`src/rtl/core/dtoi_pkg.sv`:
```
// Package for the decimal text to int32 parser.
// Holds the transaction payload types, parse phase and state types, and status codes.
// No dependencies.
package dtoi_pkg;

  // Input transaction: one UTF-16 code unit and the end-of-string mark.
  typedef struct packed {
    logic [15:0] character;
    logic        last;
  } in_t;

  // Output transaction: parsed value and status.
  typedef struct packed {
    logic signed [31:0] value;
    logic [1:0]         status;
  } out_t;

  // Status codes.
  localparam logic [1:0] ST_OK       = 2'd0;
  localparam logic [1:0] ST_FORMAT   = 2'd1;
  localparam logic [1:0] ST_OVERFLOW = 2'd2;

  // Configuration register indexes.
  localparam logic CFG_POS_SIGN = 1'b0;
  localparam logic CFG_NEG_SIGN = 1'b1;

  // Magnitude at which the next digit reaches the ten-digit limit.
  localparam logic [31:0] LIMIT_DIV = 32'd214748364;

  // Character codes.
  localparam logic [15:0] CH_NUL  = 16'h0000;
  localparam logic [15:0] CH_ZERO = 16'h0030;
  localparam logic [15:0] CH_NINE = 16'h0039;

  // Parse phases.
  typedef enum logic [2:0] {
    PH_START  = 3'd0,
    PH_LEAD   = 3'd1,
    PH_DIGITS = 3'd2,
    PH_TRAIL  = 3'd3,
    PH_LIMIT  = 3'd4,
    PH_DONE   = 3'd5
  } phase_t;

  // Running parse state carried from one character to the next.
  typedef struct packed {
    phase_t      phase;
    logic [31:0] magnitude;
    logic        negative;
    logic        got_digit;
    logic [1:0]  error_code;
  } parse_t;

  localparam parse_t PARSE_CLEAR = '{
    phase:       PH_START,
    magnitude:   32'd0,
    negative:    1'b0,
    got_digit:   1'b0,
    error_code:  ST_OK
  };

endpackage

```
`src/rtl/core/dtoi_step.sv`:
```
// Combinational per-character step of the parser: next parse state and result.
// Depends on dtoi_pkg.
module dtoi_step (
  input  dtoi_pkg::parse_t cur,
  input  logic [15:0]      character,
  input  logic             last,
  input  logic [15:0]      positive_sign_char,
  input  logic [15:0]      negative_sign_char,
  output dtoi_pkg::parse_t nxt,
  output dtoi_pkg::out_t   result
);

  // Unicode whitespace set; NUL is not whitespace.
  function automatic logic is_space(input logic [15:0] c);
    logic sp;
    sp = 1'b0;
    if (c >= 16'h0009 && c <= 16'h000D) sp = 1'b1;
    if (c == 16'h0020 || c == 16'h0085 || c == 16'h00A0 || c == 16'h1680) sp = 1'b1;
    if (c >= 16'h2000 && c <= 16'h200A) sp = 1'b1;
    if (c == 16'h2028 || c == 16'h2029 || c == 16'h202F || c == 16'h205F ||
        c == 16'h3000) sp = 1'b1;
    return sp;
  endfunction

  logic        space;
  logic        digit;
  logic [3:0]  d;
  logic [31:0] mag_x10;
  logic        may_sign;
  logic        consumed;
  dtoi_pkg::phase_t eff_phase;
  logic [31:0] mag_neg;

  assign space   = is_space(character);
  assign digit   = (character >= dtoi_pkg::CH_ZERO) && (character <= dtoi_pkg::CH_NINE);
  assign d       = character[3:0];
  assign mag_x10 = {cur.magnitude[28:0], 3'b000} + {cur.magnitude[30:0], 1'b0}
                 + {28'd0, d};

  // Next parse state.
  always_comb begin
    nxt       = cur;
    eff_phase = cur.phase;
    consumed  = 1'b0;
    may_sign  = 1'b0;

    // Leading whitespace and the optional sign.
    if (cur.phase == dtoi_pkg::PH_START || cur.phase == dtoi_pkg::PH_LEAD) begin
      if (space) begin
        nxt.phase = dtoi_pkg::PH_LEAD;
        consumed  = 1'b1;
      end else begin
        may_sign  = !(cur.phase == dtoi_pkg::PH_START && last);
        nxt.phase = dtoi_pkg::PH_DIGITS;
        eff_phase = dtoi_pkg::PH_DIGITS;
        if (may_sign && character == positive_sign_char) begin
          consumed = 1'b1;
        end else if (may_sign && character == negative_sign_char) begin
          nxt.negative = 1'b1;
          consumed     = 1'b1;
        end
      end
    end

    // Digits, trailing whitespace and errors.
    if (!consumed) begin
      unique case (eff_phase)
        dtoi_pkg::PH_DIGITS: begin
          if (character == dtoi_pkg::CH_NUL) begin
            nxt.phase = dtoi_pkg::PH_DONE;
          end else if (digit) begin
            if (cur.magnitude > dtoi_pkg::LIMIT_DIV) begin
              nxt.error_code = dtoi_pkg::ST_OVERFLOW;
              nxt.phase      = dtoi_pkg::PH_DONE;
            end else if (cur.magnitude == dtoi_pkg::LIMIT_DIV) begin
              if (d > 4'd7 && (!cur.negative || d > 4'd8)) begin
                nxt.error_code = dtoi_pkg::ST_OVERFLOW;
                nxt.phase      = dtoi_pkg::PH_DONE;
              end else begin
                nxt.magnitude = mag_x10;
                nxt.got_digit = 1'b1;
                nxt.phase     = dtoi_pkg::PH_LIMIT;
              end
            end else begin
              nxt.magnitude = mag_x10;
              nxt.got_digit = 1'b1;
            end
          end else if (space) begin
            nxt.phase = dtoi_pkg::PH_TRAIL;
          end else begin
            nxt.error_code = dtoi_pkg::ST_FORMAT;
            nxt.phase      = dtoi_pkg::PH_DONE;
          end
        end
        dtoi_pkg::PH_TRAIL: begin
          if (character != dtoi_pkg::CH_NUL && !space) begin
            nxt.error_code = dtoi_pkg::ST_FORMAT;
            nxt.phase      = dtoi_pkg::PH_DONE;
          end
        end
        dtoi_pkg::PH_LIMIT: begin
          if (character != dtoi_pkg::CH_NUL && !space) begin
            nxt.error_code = dtoi_pkg::ST_OVERFLOW;
            nxt.phase      = dtoi_pkg::PH_DONE;
          end
        end
        default: begin
        end
      endcase
    end
  end

  // Result as it would be reported if this character ends the string.
  assign mag_neg = 32'd0 - nxt.magnitude;

  always_comb begin
    result.value  = 32'sd0;
    result.status = dtoi_pkg::ST_OK;
    if (nxt.phase == dtoi_pkg::PH_START || nxt.phase == dtoi_pkg::PH_LEAD) begin
      result.status = dtoi_pkg::ST_FORMAT;
    end else if (nxt.error_code != dtoi_pkg::ST_OK) begin
      result.status = nxt.error_code;
    end else if (!nxt.got_digit) begin
      result.status = dtoi_pkg::ST_FORMAT;
    end else begin
      result.value = nxt.negative ? $signed(mag_neg) : $signed(nxt.magnitude);
    end
  end

endmodule

```
`src/rtl/core/decimal_text_to_int32_parser.sv`:
```
// Top level of the decimal text to int32 parser: input register, parse state, result register.
// Depends on dtoi_pkg and dtoi_step.
//
// The parser takes one character per clock cycle, sustained, and presents a result once the
// transaction that carries the last character is accepted: the character is held in the input
// register, and the step logic loads the result register from it. The rate is set by the
// parse-state update loop (multiply-by-ten accumulate with the limit compare). Input stalls
// only when a last character waits in the input register while an earlier result is still
// held by a stalled output.
module decimal_text_to_int32_parser (
  input  logic            clk,
  input  logic            rst,
  input  logic            in_valid,
  output logic            in_stall,
  input  dtoi_pkg::in_t   in_data,
  output logic            out_valid,
  input  logic            out_stall,
  output dtoi_pkg::out_t  out_data,
  input  logic            cfg_we,
  input  logic            cfg_index,
  input  logic [15:0]     cfg_data
);

  logic             in_valid_r;
  dtoi_pkg::in_t    in_r;
  dtoi_pkg::parse_t state;
  dtoi_pkg::parse_t state_next;
  dtoi_pkg::out_t   result;
  logic [15:0]      positive_sign_char;
  logic [15:0]      negative_sign_char;
  logic             out_free;
  logic             proc;
  logic             in_take;

  // Handshake control.
  assign out_free = !out_valid || !out_stall;
  assign proc     = in_valid_r && (!in_r.last || out_free);
  assign in_stall = in_valid_r && !proc;
  assign in_take  = in_valid && !in_stall;

  // Per-character parse step.
  dtoi_step u_step (
    .cur                (state),
    .character          (in_r.character),
    .last               (in_r.last),
    .positive_sign_char (positive_sign_char),
    .negative_sign_char (negative_sign_char),
    .nxt                (state_next),
    .result             (result)
  );

  // Configuration registers.
  always_ff @(posedge clk) begin
    if (rst) begin
      positive_sign_char <= 16'd43;
      negative_sign_char <= 16'd45;
    end else if (cfg_we) begin
      unique case (cfg_index)
        dtoi_pkg::CFG_POS_SIGN: positive_sign_char <= cfg_data;
        dtoi_pkg::CFG_NEG_SIGN: negative_sign_char <= cfg_data;
        default: begin
        end
      endcase
    end
  end

  // Input register.
  always_ff @(posedge clk) begin
    if (rst) begin
      in_valid_r <= 1'b0;
    end else if (!in_valid_r || proc) begin
      in_valid_r <= in_valid;
    end
    if (in_take) begin
      in_r <= in_data;
    end
  end

  // Parse state; cleared after every string.
  always_ff @(posedge clk) begin
    if (rst) begin
      state <= dtoi_pkg::PARSE_CLEAR;
    end else if (proc) begin
      state <= in_r.last ? dtoi_pkg::PARSE_CLEAR : state_next;
    end
  end

  // Result register.
  always_ff @(posedge clk) begin
    if (rst) begin
      out_valid <= 1'b0;
    end else if (proc && in_r.last) begin
      out_valid <= 1'b1;
    end else if (!out_stall) begin
      out_valid <= 1'b0;
    end
    if (proc && in_r.last) begin
      out_data <= result;
    end
  end

  // A failed parse always reports zero.
  assert property (@(posedge clk) disable iff (rst)
    out_valid && out_data.status != dtoi_pkg::ST_OK |-> out_data.value == 32'sd0)
    else $error("nonzero value with error status");

  // Only defined status codes are reported.
  assert property (@(posedge clk) disable iff (rst)
    out_valid |-> (out_data.status == dtoi_pkg::ST_OK ||
                   out_data.status == dtoi_pkg::ST_FORMAT ||
                   out_data.status == dtoi_pkg::ST_OVERFLOW))
    else $error("undefined status code");

  // The end of a string leaves a clean parse state behind.
  assert property (@(posedge clk) disable iff (rst)
    proc && in_r.last |=> state.phase == dtoi_pkg::PH_START &&
                          state.magnitude == 32'd0 && !state.negative &&
                          !state.got_digit)
    else $error("parse state not cleared after a string");

  // Input is held back only for a last character behind a stalled result.
  assert property (@(posedge clk) disable iff (rst)
    in_stall |-> in_valid_r && in_r.last && out_valid && out_stall)
    else $error("input stalled without cause");

endmodule
```
`config.mk`:
```
export PLATFORM = sky130hd
export DESIGN_NAME = decimal_text_to_int32_parser
export DESIGN_NICKNAME = d
export VERILOG_FILES = /design/src/rtl/core/dtoi_pkg.sv /design/src/rtl/core/dtoi_step.sv /design/src/rtl/core/decimal_text_to_int32_parser.sv
export SDC_FILE = /design/constraint.sdc
export NUM_CORES = 1
export LEC_CHECK = 0
export BUFFER_PORTS_ARGS = -buffer_cell sky130_fd_sc_hd__buf_2
export CORE_MARGIN = 2
export CORE_UTILIZATION = 40
export DETAILED_ROUTE_END_ITERATION = 12
export HOLD_SLACK_MARGIN = 0.03
export SKIP_CTS_REPAIR_TIMING = 1
export SLEW_MARGIN = 30
export SYNTH_ARGS = -nofsm -noshare
export SYNTH_HDL_FRONTEND = slang
export SYNTH_SLANG_ARGS = --single-unit
```
`constraint.sdc`:
```
create_clock -name clk -period 5.2 [get_ports clk]
set_input_delay 0.52 -clock clk [delete_from_list [all_inputs] [get_ports clk]]
set_output_delay 0.52 -clock clk [all_outputs]
set_load 0.02 [all_outputs]
```
==> results.toml, run 1 <==
[route]
firstDrtPassIters = 7
wl_per_cell_um = 17.7
drt_iter0_markers = 572
vias = 8327
ant_nets = 0
highest_layer = "met4"
routed_wl_mm = 25.8
post-route-drc-count = 0
viasPerCell = 5.72
drt-met1-wl_mm = 12.1
dr_wl_met2_mm = 11.9
met3_length_mm = 1.35

[layout]
nNetsFinal = 1262
layout_commonest_cell = "nor2_1"
diodes = 0
nFillCells = 2120
mostFrequentLayoutCells = "nor2_1, nand2_1, a21oi_1"
drive_gt1_share_pct = 16.4
final_cell_count_no_fill = 1455
syn2layout_area_growth_pct = 16.6

[clocking]
cts_max_path_buffers = 2
cts_tree = "done"
cts_num_sinks = 124
cts_max_level = 4
numCtsBuffers = 17
cts.clk_slew.worst_paths_ns = 0.07
clk_latency_ns = 0.43
cts_root_buf = "clkbuf_16"

[global_route]
grt_first_pass_wirelength_mm = 41.8
grt_max_degree = 74
grt_pass1_vias = 7909
antenna_found_initial = 0
grt_usage_pct = 22.0
overflow = 0

[setup_path]
cp.required_ns = 5.37
crit_fanout = 5
critPathSlowestCell = "or4_4"
crit_chain = "or4_4 > or4_4 > or3_4 > o211ai_2 > nor4b_1 > o21a_2 > mux2i_4 > ha_4 > nand2_1 > nor2_2 > o211ai_1 > nor4_2 > or4b_4 > a221oi_4 > and4_1 > o21ai_0 > nor3b_2"
worst-path-buf-inv = 0
path_class = "reg2reg"
crit_arrival_ns = 5.13
cp-start-kind = "flop"
crit_top_cell = "or4_4"
reg2reg_from = "in_r[12]"
slowest_delay_ns = 0.59
cp-end-kind = "flop"
startpoint = "in_r[12]"
cpLargestDelayFamily = "simple AND/OR/NAND/NOR gates"

[hold_path]
hold_class = "in2reg"
hp-start = "in_data[10]"

[floorplanning]
io_pins = 75
num_rows = 54
die_h_um = 154
dieArea_um2 = 23700
coreArea_um2 = 22000
initial_utilization_pct = 41.0
dieWidth_um = 154

[place]
globalplace.congestion = 0.926
port_buffers = 74
dpl.hpwl_mm = 18.7
dp.cells = 1417

[logic_synthesis]
yosys_most_used_dff = "dfxtp_1"
synth_area_um2 = 9000
ys_types = 79
syn_inst = 1085
yosysWarnings = 0
synth-edff-count = 51
async_flop_share_pct = 0
yosysSeqAreaShare_pct = 33.2
synth_nets = 1185
syn_avg_cell_area_um2 = 8.30
synth_seq_cells = 124

[timing]
finalSetupViolations = 0
fin_crit_sh_pct = 95.5
fmaxAchievable_mhz = 201
timing.setup.tns_ns = 0
period_minus_slack_ns = 4.97
max_slew_margin_pct = 37.6
timing.final.hold_violations = 0
rsz0062_at_grt = "false"
worst_pin_slew_ns = 0.930
slew_viol_final = 0
final.setup_skew_ns = 0.0116

[power]
vdd_drop_max_uv = 189
switching_share_pct = 27.4
pwr-share-clk_pct = 49.9
p_int_w = 0.00179
power.density_nw_per_um2 = 235
seqPwrFrac_pct = 43.3
leakagePower_nw = 4.33
comb_power_share_pct = 6.8
power_switching_w = 0.000676

[flow_run]
maxCapViolCount = 0

[outcome]
outcome = "complete, no violations"
## power by group through the flow
stage | clock network (W) | registers (W) | logic, W
after floorplan | 0 | 0.00108 | 0.000106
after global placement | 0 | 0.00109 | 0.000164
after detailed placement | 0 | 0.00109 | 0.000164
after CTS | 0.00124 | 0.00107 | 0.000165
after global routing | 0.00129 | 0.00107 | 0.000186
final | 0.00123 | 0.00107 | 0.000168
## layer usage
layer | vias to the layer above | GRT usage (%)
li1 | 4091 | -
met1 | 3945 | 30.3
met2 | 253 | 35.1
met3 | 38 | 3.83
met4 | 0 | 6.94
met5 | - | 0
## per-stage QoR
step / instance area, um2 / util (%) / setup WS (ns) / power, W / hold WS, ns
6_report: 10500 / 47.8 / 0.234 / 0.00247 / 0.265
3_3_place_gp: 9830 / 44.8 / 0.163 / 0.00125 / 0.456
3_5_place_dp: 9840 / 44.8 / 0.0635 / 0.00125 / 0.461
4_1_cts: 10400 / 47.5 / 0.0364 / 0.00248 / 0.254
2_1_floorplan: 9080 / - / 0.0273 / 0.00119 / 0.448
5_1_grt: 10500 / 47.8 / 0.00662 / 0.00255 / 0.252
## worst paths after layout
| path | to | slack (ns) | cells after the start |
|---|---|---|---|
| worst min register to register | positive_sign_char[6] | 0.47 | 2 |
| worst max register to register | out_data[32] | 0.23 | 17 |
| worst min-delay path | in_r[10] | 0.27 | 1 |
| worst max-delay path | out_data[32] | 0.23 | 17 |
## cell families (layout without fill, tap and decap cells)
logic type | Yosys count | count (layout) | synth area share [%]
and+or+nand+nor | 442 | 442 | 23.9
DFF | 124 | 124 | 33.2
buffers and inverters | 85 | 175 | 3.78
adders and majority gates | 61 | 61 | 8.64
muxes | 29 | 29 | 3.28
xor gates and xnor gates | 83 | 83 | 8.07
AOI/OAI and AO/OA | 261 | 261 | 19.1
## sequential cells by signal (all words and copies together), names as in the netlist
| register | cells |
|---|---|
| in_r | 17 |
| in_valid_r | 1 |
| out_data | 34 |
| negative_sign_char | 16 |
| positive_sign_char | 16 |
| out_valid | 1 |
| state | 39 |
## cell usage after synthesis (all sizes together), types with 16 or more instances
master | instances | area (um2)
a21oi | 108 | 541
nor2 | 151 | 567
nand2 | 118 | 443
clkbuf | 47 | 180
mux2i | 25 | 250
edfxtp | 51 | 1530
inv | 24 | 90.1
xnor2 | 41 | 359
nand3 | 21 | 105
dfxtp | 73 | 1460
nor3 | 25 | 130
nor4 | 16 | 113
xor2 | 42 | 368
ha | 59 | 738
or3 | 16 | 110
o21ai | 23 | 119
## area by class of cell
class	instances	area, um2	area share (%)
multi-input combinational	876	5770	54.9
clock inverter	15	165	1.57
clock buffer	17	425	4.05
sequential	124	2990	28.5
tap	280	350	3.34
inverter	24	90.1	0.858
timing repair buffer	119	708	6.74
(Power assumes the default switching activity.)
==> run 2, diff against run 1 <==
Clock period 5.2 ns to 4.7 ns, I/O delays scaled along.
==> run 2 against run 1 <==
Compared with the run above:
- the flow now finishes with violations (negative setup slack)
- sequential share of layout area decreased by 1.8 points
- maximum frequency increased by 2.9%
- non-clock buffer count increased by 81
- sequential cell count unchanged
- register-to-register slack got worse by 0.36 ns
- clock skew about the same
- critical path depth increased by 2
- clock-buffer cell count unchanged
- critical path type unchanged
- largest power group unchanged
==> results.toml, run 2 (synthesis results as in run 1) <==
[clocking]
cts.clk_slew.worst_paths_ns = 0.07
cts_num_sinks = 124
numCtsBuffers = 17
cts_tree = "done"
cts_root_buf = "clkbuf_16"
cts_max_path_buffers = 2
cts_max_level = 4
clk_latency_ns = 0.44

[hold_path]
hp-start = "in_data[13]"
min_path_cells = 1
worstHoldEndpoint = "in_r[13]"
hold_class = "in2reg"

[route]
vias = 8503
firstDrtPassIters = 5
drt_iter0_markers = 623
ant_nets = 0
post-route-drc-count = 0
routed_wl_mm = 26.3
wl_per_cell_um = 17.1
viasPerCell = 5.54

[outcome]
outcome = "finished with violations"
violations = "negative setup slack"

[place]
dpl.hpwl_mm = 19.2
globalplace.congestion = 0.869
port_buffers = 74
dp.cells = 1491

[global_route]
grt_usage_pct = 22.2
antenna_found_initial = 0
grt_first_pass_wirelength_mm = 41.9
grt_pass1_vias = 7903
grt_max_degree = 74
overflow = 0

[layout]
syn2layout_area_growth_pct = 24.4
nFillCells = 2111
nNetsFinal = 1343
largest_reg_flops = 39
final_cell_count_no_fill = 1536
drive_gt1_share_pct = 22.6
diodes = 0
reg_top3 = "state (39), out_data (34), in_r (17)"
layout_commonest_cell = "nor2_1"
regMostFlops = "state"
mostFrequentLayoutCells = "nor2_1, buf_4, nand2_1"

[floorplanning]
die_h_um = 154
dieWidth_um = 154
coreArea_um2 = 22000
dieArea_um2 = 23700
initial_utilization_pct = 41.0
io_pins = 75
num_rows = 54

[setup_path]
cpLargestDelayFamily = "simple AND/OR/NAND/NOR gates"
cp-end-kind = "flop"
rr_endpoint = "out_data[30]"
reg2reg_from = "in_r[15]"
slowest_delay_ns = 0.58
startpoint = "in_r[15]"
critPathSlowestCell = "or4_4"
cp.required_ns = 4.89
crit_top_cell = "or4_4"
reg2reg_slack_ns = -0.13
path_class = "reg2reg"
crit_chain = "or4_4 > or4_4 > or3_4 > o211ai_4 > nor4b_4 > o21a_4 > buf_6 > a21oi_4 > ha_4 > nand2_4 > nor2_4 > o211ai_1 > nor4_2 > or4b_4 > a221oi_4 > buf_4 > a31oi_2 > xor2_1 > nor2_1"
r2r_cells = 19
cp-start-kind = "flop"
crit_arrival_ns = 5.02
worst-path-buf-inv = 2
crit_fanout = 5

[timing]
rsz0062_at_grt = "true"
slew_viol_final = 0
fmaxAchievable_mhz = 207
max_slew_margin_pct = 41.0
period_minus_slack_ns = 4.83
timing.final.hold_violations = 0
finalSetupViolations = 2
final.setup_skew_ns = 0.0113
fin_ws_ns = -0.127
worst_pin_slew_ns = 0.883
fin_crit_sh_pct = 103

[flow_run]
maxCapViolCount = 0

[power]
p_int_w = 0.00199
power_switching_w = 0.000757
leakagePower_nw = 4.73
switching_share_pct = 27.5
pwr-share-clk_pct = 49.8
p_total_w = 0.00275
vdd_drop_max_uv = 228
seqPwrFrac_pct = 42.7
power.density_nw_per_um2 = 246
comb_power_share_pct = 7.5
## run 2: cell count changes in the layout (fill, tap and decap cells not counted), sizes merged
cell / delta
clkinv: +1
clkinvlp: +1
inv: -2
buf: +81
## run 2: worst max-delay path by stage
stage | cells past startpoint | slack (ns) | to
after global routing | 19 | -0.28 | out_data[30]
after detailed placement | 17 | -0.31 | out_data[32]
final | 19 | -0.13 | out_data[30]
after floorplan | 20 | -0.45 | out_data[32]
after CTS | 17 | -0.33 | out_data[32]
after global placement | 17 | -0.24 | out_data[32]
## run 2: layout make-up
| type | instances | area, um2 | area share [%] |
|---|---|---|---|
| Multi-Input combinational cell | 876 | 5850 | 52.2 |
| Inverter | 24 | 90.1 | 0.804 |
| Tap cell | 280 | 350 | 3.13 |
| Clock buffer | 17 | 425 | 3.80 |
| Sequential cell | 124 | 2990 | 26.7 |
| Clock inverter | 15 | 171 | 1.53 |
| Timing Repair Buffer | 200 | 1320 | 11.8 |
## run 2: power by group through the flow
stage	Combinational [W]	Sequential, W	Clock (W)
after CTS	0.000203	0.00118	0.00138
after global routing	0.000228	0.00118	0.00143
after global placement	0.000201	0.00120	0
final	0.000207	0.00117	0.00137
after detailed placement	0.000202	0.00120	0
after floorplan	0.000118	0.00120	0
## run 2: per-layer routing
layer	vias to the layer above	global-route usage (%)	wire, um
met3	43	3.75	1300
met1	3985	31.2	12600
met4	0	6.90	468
li1	4235	-	-
met5	-	0	0
met2	240	34.8	12000
## run 2: per-stage QoR
step | setup WS (ns) | util, % | TNS, ns | hold WS [ns] | instance area [um2]
CTS | -0.335 | 50.1 | -1.07 | 0.199 | 11000
global route | -0.278 | 51.0 | -0.926 | 0.192 | 11200
global placement | -0.240 | 47.4 | -0.581 | 0.455 | 10400
finish | -0.127 | 51.0 | -0.240 | 0.208 | 11200
detailed placement | -0.313 | 47.4 | -0.947 | 0.460 | 10400
floorplan | -0.445 | - | -1.57 | 0.448 | 9100
